## src/rtl/ioc_pkg.sv

```systemverilog
package ioc_pkg;

	localparam int MAX_CLUSTERS_DEF = 256;
	localparam int BOUND_W          = 42;
	localparam int IDX_OUT_W        = 8;
	localparam int MARGIN_W         = 8;
	localparam int SCALED_W         = 40;

	// saturating hit tally carried along the chain
	localparam logic [1:0] HITS_NONE = 2'd0;
	localparam logic [1:0] HITS_ONE  = 2'd1;
	localparam logic [1:0] HITS_MANY = 2'd2;

	typedef logic [MARGIN_W-1:0] margin_t;

	typedef struct packed {
		logic [31:0] point_id;
		logic [23:0] degree;
		logic [31:0] mean_inv_visit;
		logic [31:0] center;
		logic [31:0] half_width;
	} in_beat_t;

	typedef struct packed {
		logic [31:0]          out_point_id;
		logic [23:0]          out_degree;
		logic [IDX_OUT_W-1:0] cluster_index;
		logic [31:0]          out_mean_inv_visit;
		logic [31:0]          out_center;
		logic [SCALED_W-1:0]  scaled_half_width;
		logic                 is_new;
		logic                 table_full;
	} out_beat_t;

	// probe that walks the cell chain; bounds are two's complement
	typedef struct packed {
		logic                 valid;
		logic [1:0]           hits;
		logic [IDX_OUT_W-1:0] hit_idx;
		logic [BOUND_W-1:0]   lo;
		logic [BOUND_W-1:0]   hi;
	} probe_t;

	// new cluster write, lands in the cell at the current count
	typedef struct packed {
		logic               en;
		logic [BOUND_W-1:0] lo;
		logic [BOUND_W-1:0] hi;
	} wr_t;

endpackage

```

## src/rtl/ioc_cell.sv

```systemverilog
module ioc_cell import ioc_pkg::*; #(
	parameter int INDEX = 0,
	parameter int CNT_W = 9
) (
	input  logic             clk,
	input  logic             arst_n,
	input  probe_t           probe_in,
	input  wr_t              wr,
	input  logic [CNT_W-1:0] count,
	output probe_t           probe_out
);

	logic [BOUND_W-1:0] lo_q;
	logic [BOUND_W-1:0] hi_q;
	logic               in_use;
	logic               hit;
	probe_t             nxt;

	// stored bounds of this slot
	always_ff @(posedge clk) begin
		if (wr.en && count == CNT_W'(INDEX)) begin
			lo_q <= wr.lo;
			hi_q <= wr.hi;
		end
	end

	// closed-interval overlap against the passing probe
	always_comb begin
		in_use = CNT_W'(INDEX) < count;
		hit    = probe_in.valid && in_use
			&& ($signed(probe_in.lo) <= $signed(hi_q))
			&& ($signed(lo_q) <= $signed(probe_in.hi));
		nxt = probe_in;
		if (hit) begin
			nxt.hits    = (probe_in.hits == HITS_NONE) ? HITS_ONE : HITS_MANY;
			nxt.hit_idx = IDX_OUT_W'(INDEX);
		end
	end

	// hand the probe to the next cell
	always_ff @(posedge clk or negedge arst_n) begin
		if (!arst_n) begin
			probe_out <= '0;
		end else begin
			probe_out <= nxt;
		end
	end

endmodule

```

## config.mk

```make
export PLATFORM = sky130hd
export DESIGN_NAME = ioc_cell
export DESIGN_NICKNAME = d
export VERILOG_FILES = /design/src/rtl/ioc_pkg.sv /design/src/rtl/ioc_cell.sv
export SDC_FILE = /design/constraint.sdc
export NUM_CORES = 1
export LEC_CHECK = 0
export BUFFER_PORTS_ARGS = -buffer_cell sky130_fd_sc_hd__clkbuf_2
export CORE_UTILIZATION = 38
export DETAILED_ROUTE_END_ITERATION = 6
export HOLD_SLACK_MARGIN = 0.15
export PLACE_DENSITY = 0.65
export SYNTH_ARGS = -nofsm -noshare
export SYNTH_HDL_FRONTEND = slang
export SYNTH_SLANG_ARGS = --single-unit
```

## constraint.sdc

```tcl
create_clock -name clk -period 7.6 [get_ports clk]
set_clock_uncertainty 0.15 [all_clocks]
set_input_delay 1.14 -clock clk [delete_from_list [all_inputs] [get_ports clk]]
set_output_delay 1.14 -clock clk [all_outputs]
set_load 0.01 [all_outputs]
```

Yosys cells after proc, flatten, opt, wreduce, memory -nomap -nowiden
Cells that the tools add are included.
Widths: inputs -> output; s select.
{ "totals": {"word_cells": 18, "in_bits": 191, "ff_bits": 179} }
{ "classes": {"n_lt_le_gt_ge": 3, "mux": 2, "reduce_logical": 6} }
{ "op_table": {"columns": ["operator", "count"], "rows": [
  ["$le 42x42->1", 2],
  ["$mux 10", 1],
  ["$logic_not 9->1", 1],
  ["$lt 1x9->1 const A", 1],
  ["$logic_and 1x1->1", 4],
  ["$logic_not 2->1", 1],
  ["$mux 2", 1]
]} }

Longest topological paths before layout
Gate-level depths: netlist (run 1).
{ "logic_depth": {"ltp_word": 5, "depth_mapped": 10} }

Worst setup path before layout (run 1)
OpenSTA, ideal clock, no wires.
{ "synth_path": {"path_kind": "input to register", "from": "input count[2]", "to": "register hi_q[0], enable pin", "path_buffers": 0, "t_arrival_ns": 3.499, "stages": 2, "t_required_ns": 7.000, "setup_slack_ns": 3.502, "cell_sequence": "nor4_1 -> and4_1"} }
{ "synth_between": {"elab_chain_cells": 2} }
{ "synth_lines": {"columns": ["element", "line_no", "text"], "rows": [
  ["from (decl)", "ioc_cell.sv:9", "input logic [CNT_W-1:0] count,"],
  ["$logic_not 9->1", "ioc_cell.sv:21", "if (wr.en && count == CNT_W'(INDEX)) begin"],
  ["$logic_and 1x1->1", "ioc_cell.sv:21", null],
  ["to (signal assigned)", "ioc_cell.sv:23", "hi_q <= wr.hi;"],
  ["to (decl)", "ioc_cell.sv:14", "logic [BOUND_W-1:0] hi_q;"]
]} }
No other way between the ends.
A chain may end at the register's enable or synchronous reset.

==> results of run 1 <==
-- sequential cells by signal, indices dropped and copies added (netlist names) --
name       flops
probe_out     95
hi_q          42
lo_q          42
-- worst max-delay path: stages --
cell,delay (ns)
sky130_fd_sc_hd__clkbuf_2,0.11
sky130_fd_sc_hd__ha_1,0.33
sky130_fd_sc_hd__nand4_1,0.15
sky130_fd_sc_hd__nor4_2,0.51
sky130_fd_sc_hd__nand3_1,0.18
sky130_fd_sc_hd__a311oi_1,0.40
sky130_fd_sc_hd__nor4_1,0.11
sky130_fd_sc_hd__xor2_1,0.35
sky130_fd_sc_hd__a22oi_4,0.19
sky130_fd_sc_hd__mux2_4,0.32
-- stage by stage --
stage,setup slack [ns],utilization,hold slack (ns),std cells,total power [mW]
3_5_place_dp,3.39,0.480,0.958,1022,1.24
4_1_cts,3.83,0.512,0.573,1054,2.14
3_3_place_gp,3.39,0.480,0.941,1022,1.24
6_report,3.94,0.512,0.553,1055,2.11
2_1_floorplan,3.50,-,0.694,501,1.13
5_1_grt,3.70,0.512,0.599,1055,2.19
-- how the worst max path moves through the flow --
stage	end	slack (ns)	depth (start not counted)	from
after floorplan	hi_q[0]	3.50	2	count[2]
after global placement	probe_out[92]	3.39	10	probe_in[82]
after detailed placement	probe_out[92]	3.39	10	probe_in[82]
after CTS	probe_out[92]	3.83	10	probe_in[82]
after global routing	probe_out[92]	3.70	10	probe_in[82]
final	probe_out[92]	3.94	10	probe_in[82]
-- routing by layer --
layer	GRT usage	wire [µm]	vias up
met3	0.0485	1040	13
met4	0.0682	169	0
met1	0.190	6470	2227
li1	-	-	2397
met2	0.300	8340	182
met5	0	0	-
-- synthesized netlist by cell type, types with 2 or more instances --
master	number	area, µm²
sky130_fd_sc_hd__inv_1	86	323
sky130_fd_sc_hd__a21oi_1	32	160
sky130_fd_sc_hd__a211oi_1	4	30.0
sky130_fd_sc_hd__and4_1	3	26.3
sky130_fd_sc_hd__a221oi_1	2	17.5
sky130_fd_sc_hd__and2b_2	8	70.1
sky130_fd_sc_hd__nor2b_1	4	25.0
sky130_fd_sc_hd__nand4_1	14	87.6
sky130_fd_sc_hd__dfrtp_1	95	2380
sky130_fd_sc_hd__nor3_1	3	15.0
sky130_fd_sc_hd__ha_1	84	1050
sky130_fd_sc_hd__edfxtp_1	84	2520
sky130_fd_sc_hd__o21ai_0	11	55.1
sky130_fd_sc_hd__and3_1	2	12.5
sky130_fd_sc_hd__nor4_1	5	31.3
sky130_fd_sc_hd__o211ai_1	2	15.0
sky130_fd_sc_hd__a21o_1	8	60.1
sky130_fd_sc_hd__nand2_1	19	71.3
sky130_fd_sc_hd__nand3_1	8	40.0
sky130_fd_sc_hd__nor2_1	8	30.0
-- power by group --
part,internal (mW),switching [mW]
combinational,0.0809,0.0890
sequential,1.04,0.00695
clock,0.496,0.392
-- logic make-up (layout without fill, tap and decap cells) --
group,Yosys count,count (layout),synth area share
AOI/OAI and AO/OA,70,70,0.0614
adders and majority gates,84,84,0.146
buffers and inverters,86,405,0.0448
other,0,1,0
DFF,179,179,0.680
muxes,2,2,0.00347
xor gates and xnor gates,1,1,0.00121
and+or+nand+nor,79,79,0.0639
-- area by class of cell --
type,count,area (µm²),area share
flip-flops and latches,179,4900,0.513
multi-input cells,236,1990,0.208
repair buffers,287,1440,0.151
clock buffers,17,425,0.0445
inverters,86,323,0.0338
well taps,234,293,0.0307
clock inverters,15,174,0.0182
diodes,1,2.50,0.000262
==> implementation parameters, run 1 <==
Parameter                              Value

STA
  Fin crit share    0.482
  Final Hold Violating Endpoints    0
  Remaining max-slew budget at the tightest pin    0.258
  Total count of max-transition violations in the final report    0
  Max Freq    0.273 GHz
  Worst slew pin tran    1.11 ns
  Final Critical Period    3.66 ns
  Final setup violation count    0
  Final-layout setup total negative slack    0 ns
  Unrepaired setup endpoints after global routing    no

Synthesis
  Number of warnings printed during yosys synthesis    0
  Number of different library cells in the post-synthesis netlist    39
  Async set-or-reset flop fraction in the synthesized netlist    0.531
  Synthesized area    7210 µm²
  Synthesized netlist cell count    501
  Synthesis-stage register bit count    179
  Avg Synthesized Cell Area    14.4 µm²
  Post-synth top flop    sky130_fd_sc_hd__dfrtp_1
  Number of enable flip-flop cells after synthesis    84
  Post-synth net total    776
  Sequential element share of the synthesized area    0.680

Clock tree
  Count of instances resized after the clock tree is built    0
  Cts hold-fix bufs    0
  Total number of clock tree sinks    179
  Setup fix buffers added after clock tree synthesis    0
  Clock-pin slew on the worst setup and hold paths    0.07 ns
  H-Tree Level Count    4
  Library cell used as clock root buffer    sky130_fd_sc_hd__clkbuf_16
  Source-to-sink clock delay at the later pin of the worst-skew pair    0.42 ns
  Maximum count of clock buffers along a single path    2
  Num CTS Buffers    17
  Clock tree from TritonCTS    yes

Die
  Die Width    140 µm
  I/O Pins    286
  Height of the die    140 µm
  Overall die area    19500 µm²
  Row count    50
  Initial core utilization    0.387
  Core Area    18600 µm²

Critical path
  R2r worst-path depth    10
  Required time reported for the critical path endpoint    7.76 ns
  Startpoint kind of the worst setup timing path    input pin
  Setup slack of the worst register-to-register path    4.42 ns
  Critical path capture point type    register
  Crit Reg-Reg Endpoint    probe_out[92]
  Worst setup path class    in2reg
  Endpoint arrival time on the critical path    3.82 ns
  Critical path fanouts, max    10
  Reg2reg start    hi_q[40]

GRT
  Number of antenna violations at the first check in global routing    1
  Overall fraction of global-route tracks in use    0.169
  Pin count of the biggest net entering global routing    85
  Total congestion overflow after global routing    0
  Wire length of the first global-routing pass    24500 µm
  Via count of the first global-routing pass    4842

Hold path
  Class of the worst hold path    in2async

Detailed routing
  Total via count in the routed design    4819
  Average detailed-routed wire length per instance    15.2 µm
  Wirelength, routed    16000 µm
  Number of antenna-violating nets in the routed design    0
  Total iterations of the first detailed-routing run    4
  DRC violation total after the first TritonRoute iteration    184
  Vias per inst    4.57
  DRC violation count after routing    0

Cells and area
  Commonest non-fill, non-tap cells in the layout    sky130_fd_sc_hd__clkbuf_2 (284), sky130_fd_sc_hd__dfrtp_1 (95), sky130_fd_sc_hd__inv_1 (86), sky130_fd_sc_hd__ha_1 (84), sky130_fd_sc_hd__edfxtp_1 (84)
  Post-layout nets    1082
  Ratio of cells with drive above 1 in the final layout    0.406
  Total of fill cells in the finished design    1682
  Syn-to-layout area delta    32.5%
  Most common library cell in the layout ignoring fill and taps    sky130_fd_sc_hd__clkbuf_2
  Final instance area    9550 µm²

Power
  Reported leakage power    4.79 nW
  Max VDD drop    0.144 mV
  Pwr Density    221 nW/µm²

Run status
  Status    complete, no violations

Placement
  Final HPWL from detailed placement    12900 µm
  Count of input and output buffers    285
  Routability congestion estimate from global placement    0.816
  Area after DPL    8950 µm²

Flow run
  Max-capacitance violation count    0
Note: power is estimated with default switching activity, not from simulation.
==> run 2, diff against run 1 <==
==> constraint.sdc (replaced) <==
create_clock -name clk -period 3.6 [get_ports clk]
set_clock_uncertainty 0.15 [all_clocks]
set_input_delay 0.54 -clock clk [delete_from_list [all_inputs] [get_ports clk]]
set_output_delay 0.54 -clock clk [all_outputs]
set_load 0.01 [all_outputs]
==> implementation parameters, run 2 (synthesized netlist as in run 1, its figures left out) <==
Parameter                              Value

Run status
  Status    complete, no violations (unchanged)

Die
  Height of the die    140 µm (unchanged)
  Initial core utilization    0.387 (unchanged)
  Row count    50 (unchanged)
  Die Width    140 µm (unchanged)
  Core Area    18600 µm² (unchanged)
  I/O Pins    286 (unchanged)
  Overall die area    19500 µm² (unchanged)

Critical path
  Startpoint kind of the worst setup timing path    input pin (unchanged)
  Required time reported for the critical path endpoint    3.75 ns (was 7.76 ns)
  Endpoint arrival time on the critical path    3.59 ns (was 3.82 ns)
  Setup slack of the worst register-to-register path    0.58 ns (was 4.42 ns)
  Worst setup path class    in2reg (unchanged)
  Dominant delay contributor by cell family on the critical path    simple AND/OR/NAND/NOR gates (unchanged)
  Slowest library cell on the worst path    sky130_fd_sc_hd__or4_1 (was sky130_fd_sc_hd__nor4_2)
  Buffering stage count on the worst path with inverters included    3 (was 1)
  Chain of cells forming the critical path    dlygate4sd3_1 -> clkbuf_2 -> inv_1 -> ha_1 -> nand4_1 -> nor4_1 -> nand2_1 -> or4_1 -> a22oi_4 -> mux2_4 (was clkbuf_2 -> ha_1 -> nand4_1 -> nor4_2 -> nand3_1 -> a311oi_1 -> nor4_1 -> xor2_1 -> a22oi_4 -> mux2_4)
  Stage delay of the slowest cell on the critical path    0.59 ns (was 0.51 ns)
  Critical path capture point type    register (unchanged)
  Critical path fanouts, max    10 (unchanged)

Detailed routing
  DRC violation total after the first TritonRoute iteration    191 (was 184)
  Wirelength, routed    18900 µm (was 16000 µm)
  Number of antenna-violating nets in the routed design    0 (unchanged)
  Total via count in the routed design    5650 (was 4819)
  Total iterations of the first detailed-routing run    7 (was 4)
  DRC violation count after routing    0 (unchanged)
  Vias per inst    4.62 (was 4.57)
  Average detailed-routed wire length per instance    15.5 µm (was 15.2 µm)

Power
  Pwr Density    417 nW/µm² (was 221 nW/µm²)
  Logic gate share of total power    0.110 (was 0.081)
  Sequential Power Share    0.470 (was 0.498)
  P_sw    1.05 mW (was 0.488 mW)
  Relative contribution of the clock network to total power    0.420 (was 0.422)
  PnR Total Power    4.71 mW (was 2.11 mW)
  Max VDD drop    0.300 mV (was 0.144 mV)
  Net switching fraction of the power    0.223 (was 0.232)
  Internal power summed over all cells    3.66 mW (was 1.62 mW)
  Reported leakage power    5.53 nW (was 4.79 nW)

Hold path
  Class of the worst hold path    in2async (unchanged)

STA
  Fin crit share    0.955
  Final Hold Violating Endpoints    0 (unchanged)
  Total count of max-transition violations in the final report    0 (unchanged)
  Final-layout setup total negative slack    0 ns (unchanged)
  Unrepaired setup endpoints after global routing    no (unchanged)
  Final setup violation count    0 (unchanged)
  Worst Hold Slack    0.151 ns (was 0.553 ns)
  Final Critical Period    3.44 ns
  Remaining max-slew budget at the tightest pin    0.298 (was 0.258)
  Worst slew pin tran    1.05 ns (was 1.11 ns)
  Max Freq    0.291 GHz

GRT
  Via count of the first global-routing pass    6173 (was 4842)
  Wire length of the first global-routing pass    30100 µm (was 24500 µm)
  Pin count of the biggest net entering global routing    80 (was 85)
  Number of antenna violations at the first check in global routing    0 (was 1)
  Total congestion overflow after global routing    0 (unchanged)
  Overall fraction of global-route tracks in use    0.204 (was 0.169)

Clock tree
  H-Tree Level Count    4 (unchanged)
  Clock-pin slew on the worst setup and hold paths    0.07 ns (about the same)
  Maximum count of clock buffers along a single path    2 (unchanged)
  Clock tree from TritonCTS    yes (unchanged)
  Total number of clock tree sinks    179 (unchanged)
  Count of instances resized after the clock tree is built    0 (unchanged)
  Library cell used as clock root buffer    sky130_fd_sc_hd__clkbuf_16 (unchanged)
  Num CTS Buffers    17 (unchanged)
  Setup fix buffers added after clock tree synthesis    0 (unchanged)
  Source-to-sink clock delay at the later pin of the worst-skew pair    0.42 ns (about the same)

Cells and area
  Final instance area    11300 µm² (was 9550 µm²)
  Util after Layout    0.606 (was 0.512)
  Most common library cell in the layout ignoring fill and taps    sky130_fd_sc_hd__clkbuf_2 (unchanged)
  Syn-to-layout area delta    56.6% (was 32.5%)
  Number of antenna diodes    0 (was 1)
  Commonest non-fill, non-tap cells in the layout    sky130_fd_sc_hd__clkbuf_2 (284), sky130_fd_sc_hd__dlygate4sd3_1 (169), sky130_fd_sc_hd__dfrtp_1 (95), sky130_fd_sc_hd__inv_1 (86) (was sky130_fd_sc_hd__clkbuf_2 (284), sky130_fd_sc_hd__dfrtp_1 (95), sky130_fd_sc_hd__inv_1 (86), sky130_fd_sc_hd__ha_1 (84), sky130_fd_sc_hd__edfxtp_1 (84))
  Flip-flop count of the largest register after layout    95 (unchanged)
  Biggest registers after layout    probe_out x95, hi_q x42, lo_q x42 (unchanged)
  Post-layout nets    1253 (was 1082)
  Ratio of cells with drive above 1 in the final layout    0.337 (was 0.406)
  Register with the most flip-flops    probe_out (unchanged)
  Total of fill cells in the finished design    1439 (was 1682)

Placement
  Count of input and output buffers    285 (unchanged)
  Routability congestion estimate from global placement    0.854 (was 0.816)
  Area after DPL    8980 µm² (was 8950 µm²)
  Final HPWL from detailed placement    13100 µm (was 12900 µm)

Flow run
  Max-capacitance violation count    0 (unchanged)
==> run 2: cell types whose count changed in the layout (fill, tap and decap cells not counted), sizes merged <==
cell         change
clkinvlp         -2
dlygate4sd3    +169
bufinv           +2
buf              +2
inv              -2
diode            -1
clkbuf           +1
==> run 2: what timing repair did <==
action                                  4_1_cts  5_1_grt
endpoints found under the setup margin        0        0
hold endpoints to repair                    168        1
hold buffers                                168        1
==> run 2: worst register-to-register path, cell delays in order (launching register included) <==
cell	delay, ns
sky130_fd_sc_hd__edfxtp_1	0.37
sky130_fd_sc_hd__ha_1	0.38
sky130_fd_sc_hd__nand4_1	0.24
sky130_fd_sc_hd__nor4_1	0.42
sky130_fd_sc_hd__nand2_1	0.12
sky130_fd_sc_hd__or4_1	0.59
sky130_fd_sc_hd__a22oi_4	0.32
sky130_fd_sc_hd__mux2_4	0.33
==> run 2: power by group through the flow <==
stage,registers [mW],clock network (mW),logic (mW)
finish,2.22,1.98,0.518
global route,2.22,2.11,0.574
CTS,2.21,2.03,0.520
detailed placement,2.26,0,0.368
global placement,2.26,0,0.361
floorplan,2.29,0,0.102
==> run 2: routing by layer <==
layer  track usage  wire, µm
met3        0.0502      1120
met4        0.0931       501
met1         0.217      7290
met2         0.376     10000
met5             0         0
==> run 2: final timing paths <==
| path | from | to | cells past startpoint |
|---|---|---|---|
| min | arst_n | probe_out[46] | 1 |
| min reg2reg | hi_q[0] | probe_out[92] | 5 |
| max in group asynchronous | arst_n | probe_out[83] | 2 |
| max reg2reg | lo_q[41] | probe_out[92] | 7 |
| min in group clk | probe_in[86] | probe_out[86] | 2 |
| max | probe_in[41] | probe_out[92] | 10 |
==> run 2: per-stage QoR <==
step	setup slack (ns)	cells
detailed placement	0.231	1024
finish	0.161	1224
floorplan	0.102	501
CTS	0.118	1223
global placement	0.225	1024
global route	0.0290	1224
==> run 2: area by class of cell <==
class                      count  area (µm²)  area share
clock buffer                  18         429      0.0380
clock inverter                13         196      0.0174
inverter                      86         323      0.0286
multi-input combinational    236        1990       0.176
sequential                   179        4900       0.434
tap                          234         293      0.0259
timing repair buffer         458        3160       0.280
==> run 3, diff against run 2 <==
--- a/config.mk
+++ b/config.mk
@@ -6,10 +6,12 @@
 export NUM_CORES = 1
 export LEC_CHECK = 0
 export BUFFER_PORTS_ARGS = -buffer_cell sky130_fd_sc_hd__clkbuf_2
-export CORE_UTILIZATION = 38
+export CELL_PAD_IN_SITES_DETAIL_PLACEMENT = 1
+export CELL_PAD_IN_SITES_GLOBAL_PLACEMENT = 2
+export CORE_UTILIZATION = 31
 export DETAILED_ROUTE_END_ITERATION = 6
 export HOLD_SLACK_MARGIN = 0.15
-export PLACE_DENSITY = 0.65
+export PLACE_DENSITY_LB_ADDON = 0.1
 export SYNTH_ARGS = -nofsm -noshare
 export SYNTH_HDL_FRONTEND = slang
 export SYNTH_SLANG_ARGS = --single-unit
==> implementation parameters, run 3 (synthesized netlist as in run 1, its figures left out) <==
Parameter                              Value

Power
  Max VDD drop    0.248 mV (was 0.300 mV)
  Pwr Density    405 nW/µm² (was 417 nW/µm²)
  Reported leakage power    5.52 nW (was 5.53 nW)
  PnR Total Power    4.60 mW (was 4.71 mW)

GRT
  Number of antenna violations at the first check in global routing    0 (unchanged)
  Wire length of the first global-routing pass    32300 µm (was 30100 µm)
  Pin count of the biggest net entering global routing    51 (was 80)
  Overall fraction of global-route tracks in use    0.177 (was 0.204)
  Total congestion overflow after global routing    0 (unchanged)
  Via count of the first global-routing pass    6495 (was 6173)

Die
  Height of the die    155 µm (was 140 µm)
  I/O Pins    286 (unchanged)
  Core Area    22700 µm² (was 18600 µm²)
  Overall die area    23900 µm² (was 19500 µm²)
  Row count    55 (was 50)
  Initial core utilization    0.318 (was 0.387)
  Die Width    155 µm (was 140 µm)

Clock tree
  Maximum count of clock buffers along a single path    2 (unchanged)
  Clock tree from TritonCTS    yes (unchanged)
  Num CTS Buffers    17 (unchanged)
  Setup fix buffers added after clock tree synthesis    0 (unchanged)
  Clock-pin slew on the worst setup and hold paths    0.07 ns (about the same)
  H-Tree Level Count    4 (unchanged)
  Library cell used as clock root buffer    sky130_fd_sc_hd__clkbuf_16 (unchanged)
  Total number of clock tree sinks    179 (unchanged)
  Source-to-sink clock delay at the later pin of the worst-skew pair    0.43 ns (was 0.42 ns)

Detailed routing
  DRC violation total after the first TritonRoute iteration    146 (was 191)
  Total via count in the routed design    5683 (was 5650)
  Vias per inst    4.45 (was 4.62)
  DRC violation count after routing    0 (unchanged)
  Number of antenna-violating nets in the routed design    0 (unchanged)
  Total iterations of the first detailed-routing run    4 (was 7)
  Wirelength, routed    20300 µm (was 18900 µm)
  Average detailed-routed wire length per instance    15.9 µm (was 15.5 µm)

Cells and area
  Syn-to-layout area delta    57.6% (was 56.6%)
  Post-layout nets    1255 (was 1253)
  Most common library cell in the layout ignoring fill and taps    sky130_fd_sc_hd__clkbuf_2 (unchanged)
  Flip-flop count of the largest register after layout    95 (unchanged)
  Biggest registers after layout    probe_out x95, hi_q x42, lo_q x42 (unchanged)
  Number of antenna diodes    0 (unchanged)
  Total area of sequential cells    4900 µm² (unchanged)
  Ratio of cells with drive above 1 in the final layout    0.337 (about the same)
  Total of fill cells in the finished design    2421 (was 1439)
  Register with the most flip-flops    probe_out (unchanged)
  Final instance area    11400 µm² (was 11300 µm²)
  Util after Layout    0.501 (was 0.606)
  Commonest non-fill, non-tap cells in the layout    sky130_fd_sc_hd__clkbuf_2 (284), sky130_fd_sc_hd__dlygate4sd3_1 (171), sky130_fd_sc_hd__dfrtp_1 (95), sky130_fd_sc_hd__inv_1 (86) (was sky130_fd_sc_hd__clkbuf_2 (284), sky130_fd_sc_hd__dlygate4sd3_1 (169), sky130_fd_sc_hd__dfrtp_1 (95), sky130_fd_sc_hd__inv_1 (86))
  Multi-input combinational cell area    2010 µm² (was 1990 µm²)

Placement
  Area after DPL    9050 µm² (was 8980 µm²)
  Count of input and output buffers    285 (unchanged)
  Setup slack after placement    0.226 ns (was 0.231 ns)
  Routability congestion estimate from global placement    0.749 (was 0.854)
  Final HPWL from detailed placement    14900 µm (was 13100 µm)

Run status
  Status    complete, no violations (unchanged)

Critical path
  Critical path fanouts, max    10 (unchanged)
  Critical path origin    probe_in[83] (was probe_in[41])
  Critical path capture point type    register (unchanged)
  Required time reported for the critical path endpoint    3.76 ns (was 3.75 ns)
  Endpoint arrival time on the critical path    3.54 ns (was 3.59 ns)
  Dominant delay contributor by cell family on the critical path    simple AND/OR/NAND/NOR gates (unchanged)
  Startpoint kind of the worst setup timing path    input pin (unchanged)
  Slowest library cell on the worst path    sky130_fd_sc_hd__dlygate4sd3_1 (was sky130_fd_sc_hd__or4_1)
  Chain of cells forming the critical path    dlygate4sd3_1 -> clkbuf_2 -> ha_1 -> nand4_1 -> nor4_4 -> nand3_1 -> a311oi_1 -> nor4_2 -> xor2_1 -> a22oi_4 -> mux2_4 (was dlygate4sd3_1 -> clkbuf_2 -> inv_1 -> ha_1 -> nand4_1 -> nor4_1 -> nand2_1 -> or4_1 -> a22oi_4 -> mux2_4)
  Reg2reg start    hi_q[41] (was lo_q[41])
  Stage delay of the slowest cell on the critical path    0.55 ns (was 0.59 ns)
  Buffering stage count on the worst path with inverters included    2 (was 3)
  Worst setup path class    in2reg (unchanged)

STA
  Final-layout setup total negative slack    0 ns (unchanged)
  Worst slew pin tran    0.624 ns (was 1.05 ns)
  Max Freq    0.296 GHz (was 0.291 GHz)
  Remaining max-slew budget at the tightest pin    0.584 (was 0.298)
  Total count of max-transition violations in the final report    0 (unchanged)
  Final Hold Violating Endpoints    0 (unchanged)
  Final setup violation count    0 (unchanged)
  Final Critical Period    3.38 ns (was 3.44 ns)
  Final worst slack    0.218 ns (was 0.161 ns)
  Unrepaired setup endpoints after global routing    no (unchanged)
  Fin crit share    0.939 (was 0.955)

Flow run
  Max-capacitance violation count    0 (unchanged)

Hold path
  Worst hold start    probe_in[88]
  Class of the worst hold path    in2reg (was in2async)
==> run 3: through the flow <==
stage                     std cells  hold WS (ns)
after floorplan                 501        0.0944
after global routing           1278         0.183
after CTS                      1278         0.172
final                          1278         0.206
after global placement         1075         0.433
after detailed placement       1075         0.449
==> run 3: timing repair <==
action                                 CTS  global route
setup endpoints to repair                0             1
endpoints found under the hold margin  215             0
gates resized for setup                  0             3
hold buffers                           171             0
==> run 3: report_power, final <==
group	switching, mW	internal, mW
Combinational	0.233	0.294
Sequential	0.0176	2.20
Clock	0.823	1.03
Total	1.07	3.53
==> run 3: layout make-up <==
| class | count | share of cell area |
|---|---|---|
| Sequential cell | 179 | 0.431 |
| Timing Repair Buffer | 460 | 0.281 |
| Multi-Input combinational cell | 236 | 0.177 |
| Clock buffer | 19 | 0.0381 |
| Tap cell | 285 | 0.0314 |
| Inverter | 86 | 0.0284 |
| Clock inverter | 13 | 0.0130 |
==> run 3: final timing paths <==
| path | to | slack, ns | cells after the start |
|---|---|---|---|
| worst max-delay path | probe_out[92] | 0.22 | 11 |
| worst min-delay path | probe_out[88] | 0.21 | 2 |
| worst max register to register | probe_out[92] | 0.67 | 10 |
| worst min register to register | probe_out[92] | 0.99 | 5 |
| max in group asynchronous | probe_out[15] | 2.03 | 3 |
| min in group asynchronous | probe_out[45] | 0.53 | 2 |
==> run 3: per-layer routing <==
metal	wire length [µm]	share of wire	up-vias	GRT usage
li1	-	-	2728	-
met5	0	0	-	0
met2	11100	0.55	178	0.333
met3	1030	0.051	14	0.0426
met1	7960	0.39	2763	0.197
met4	223	0.011	0	0.0490
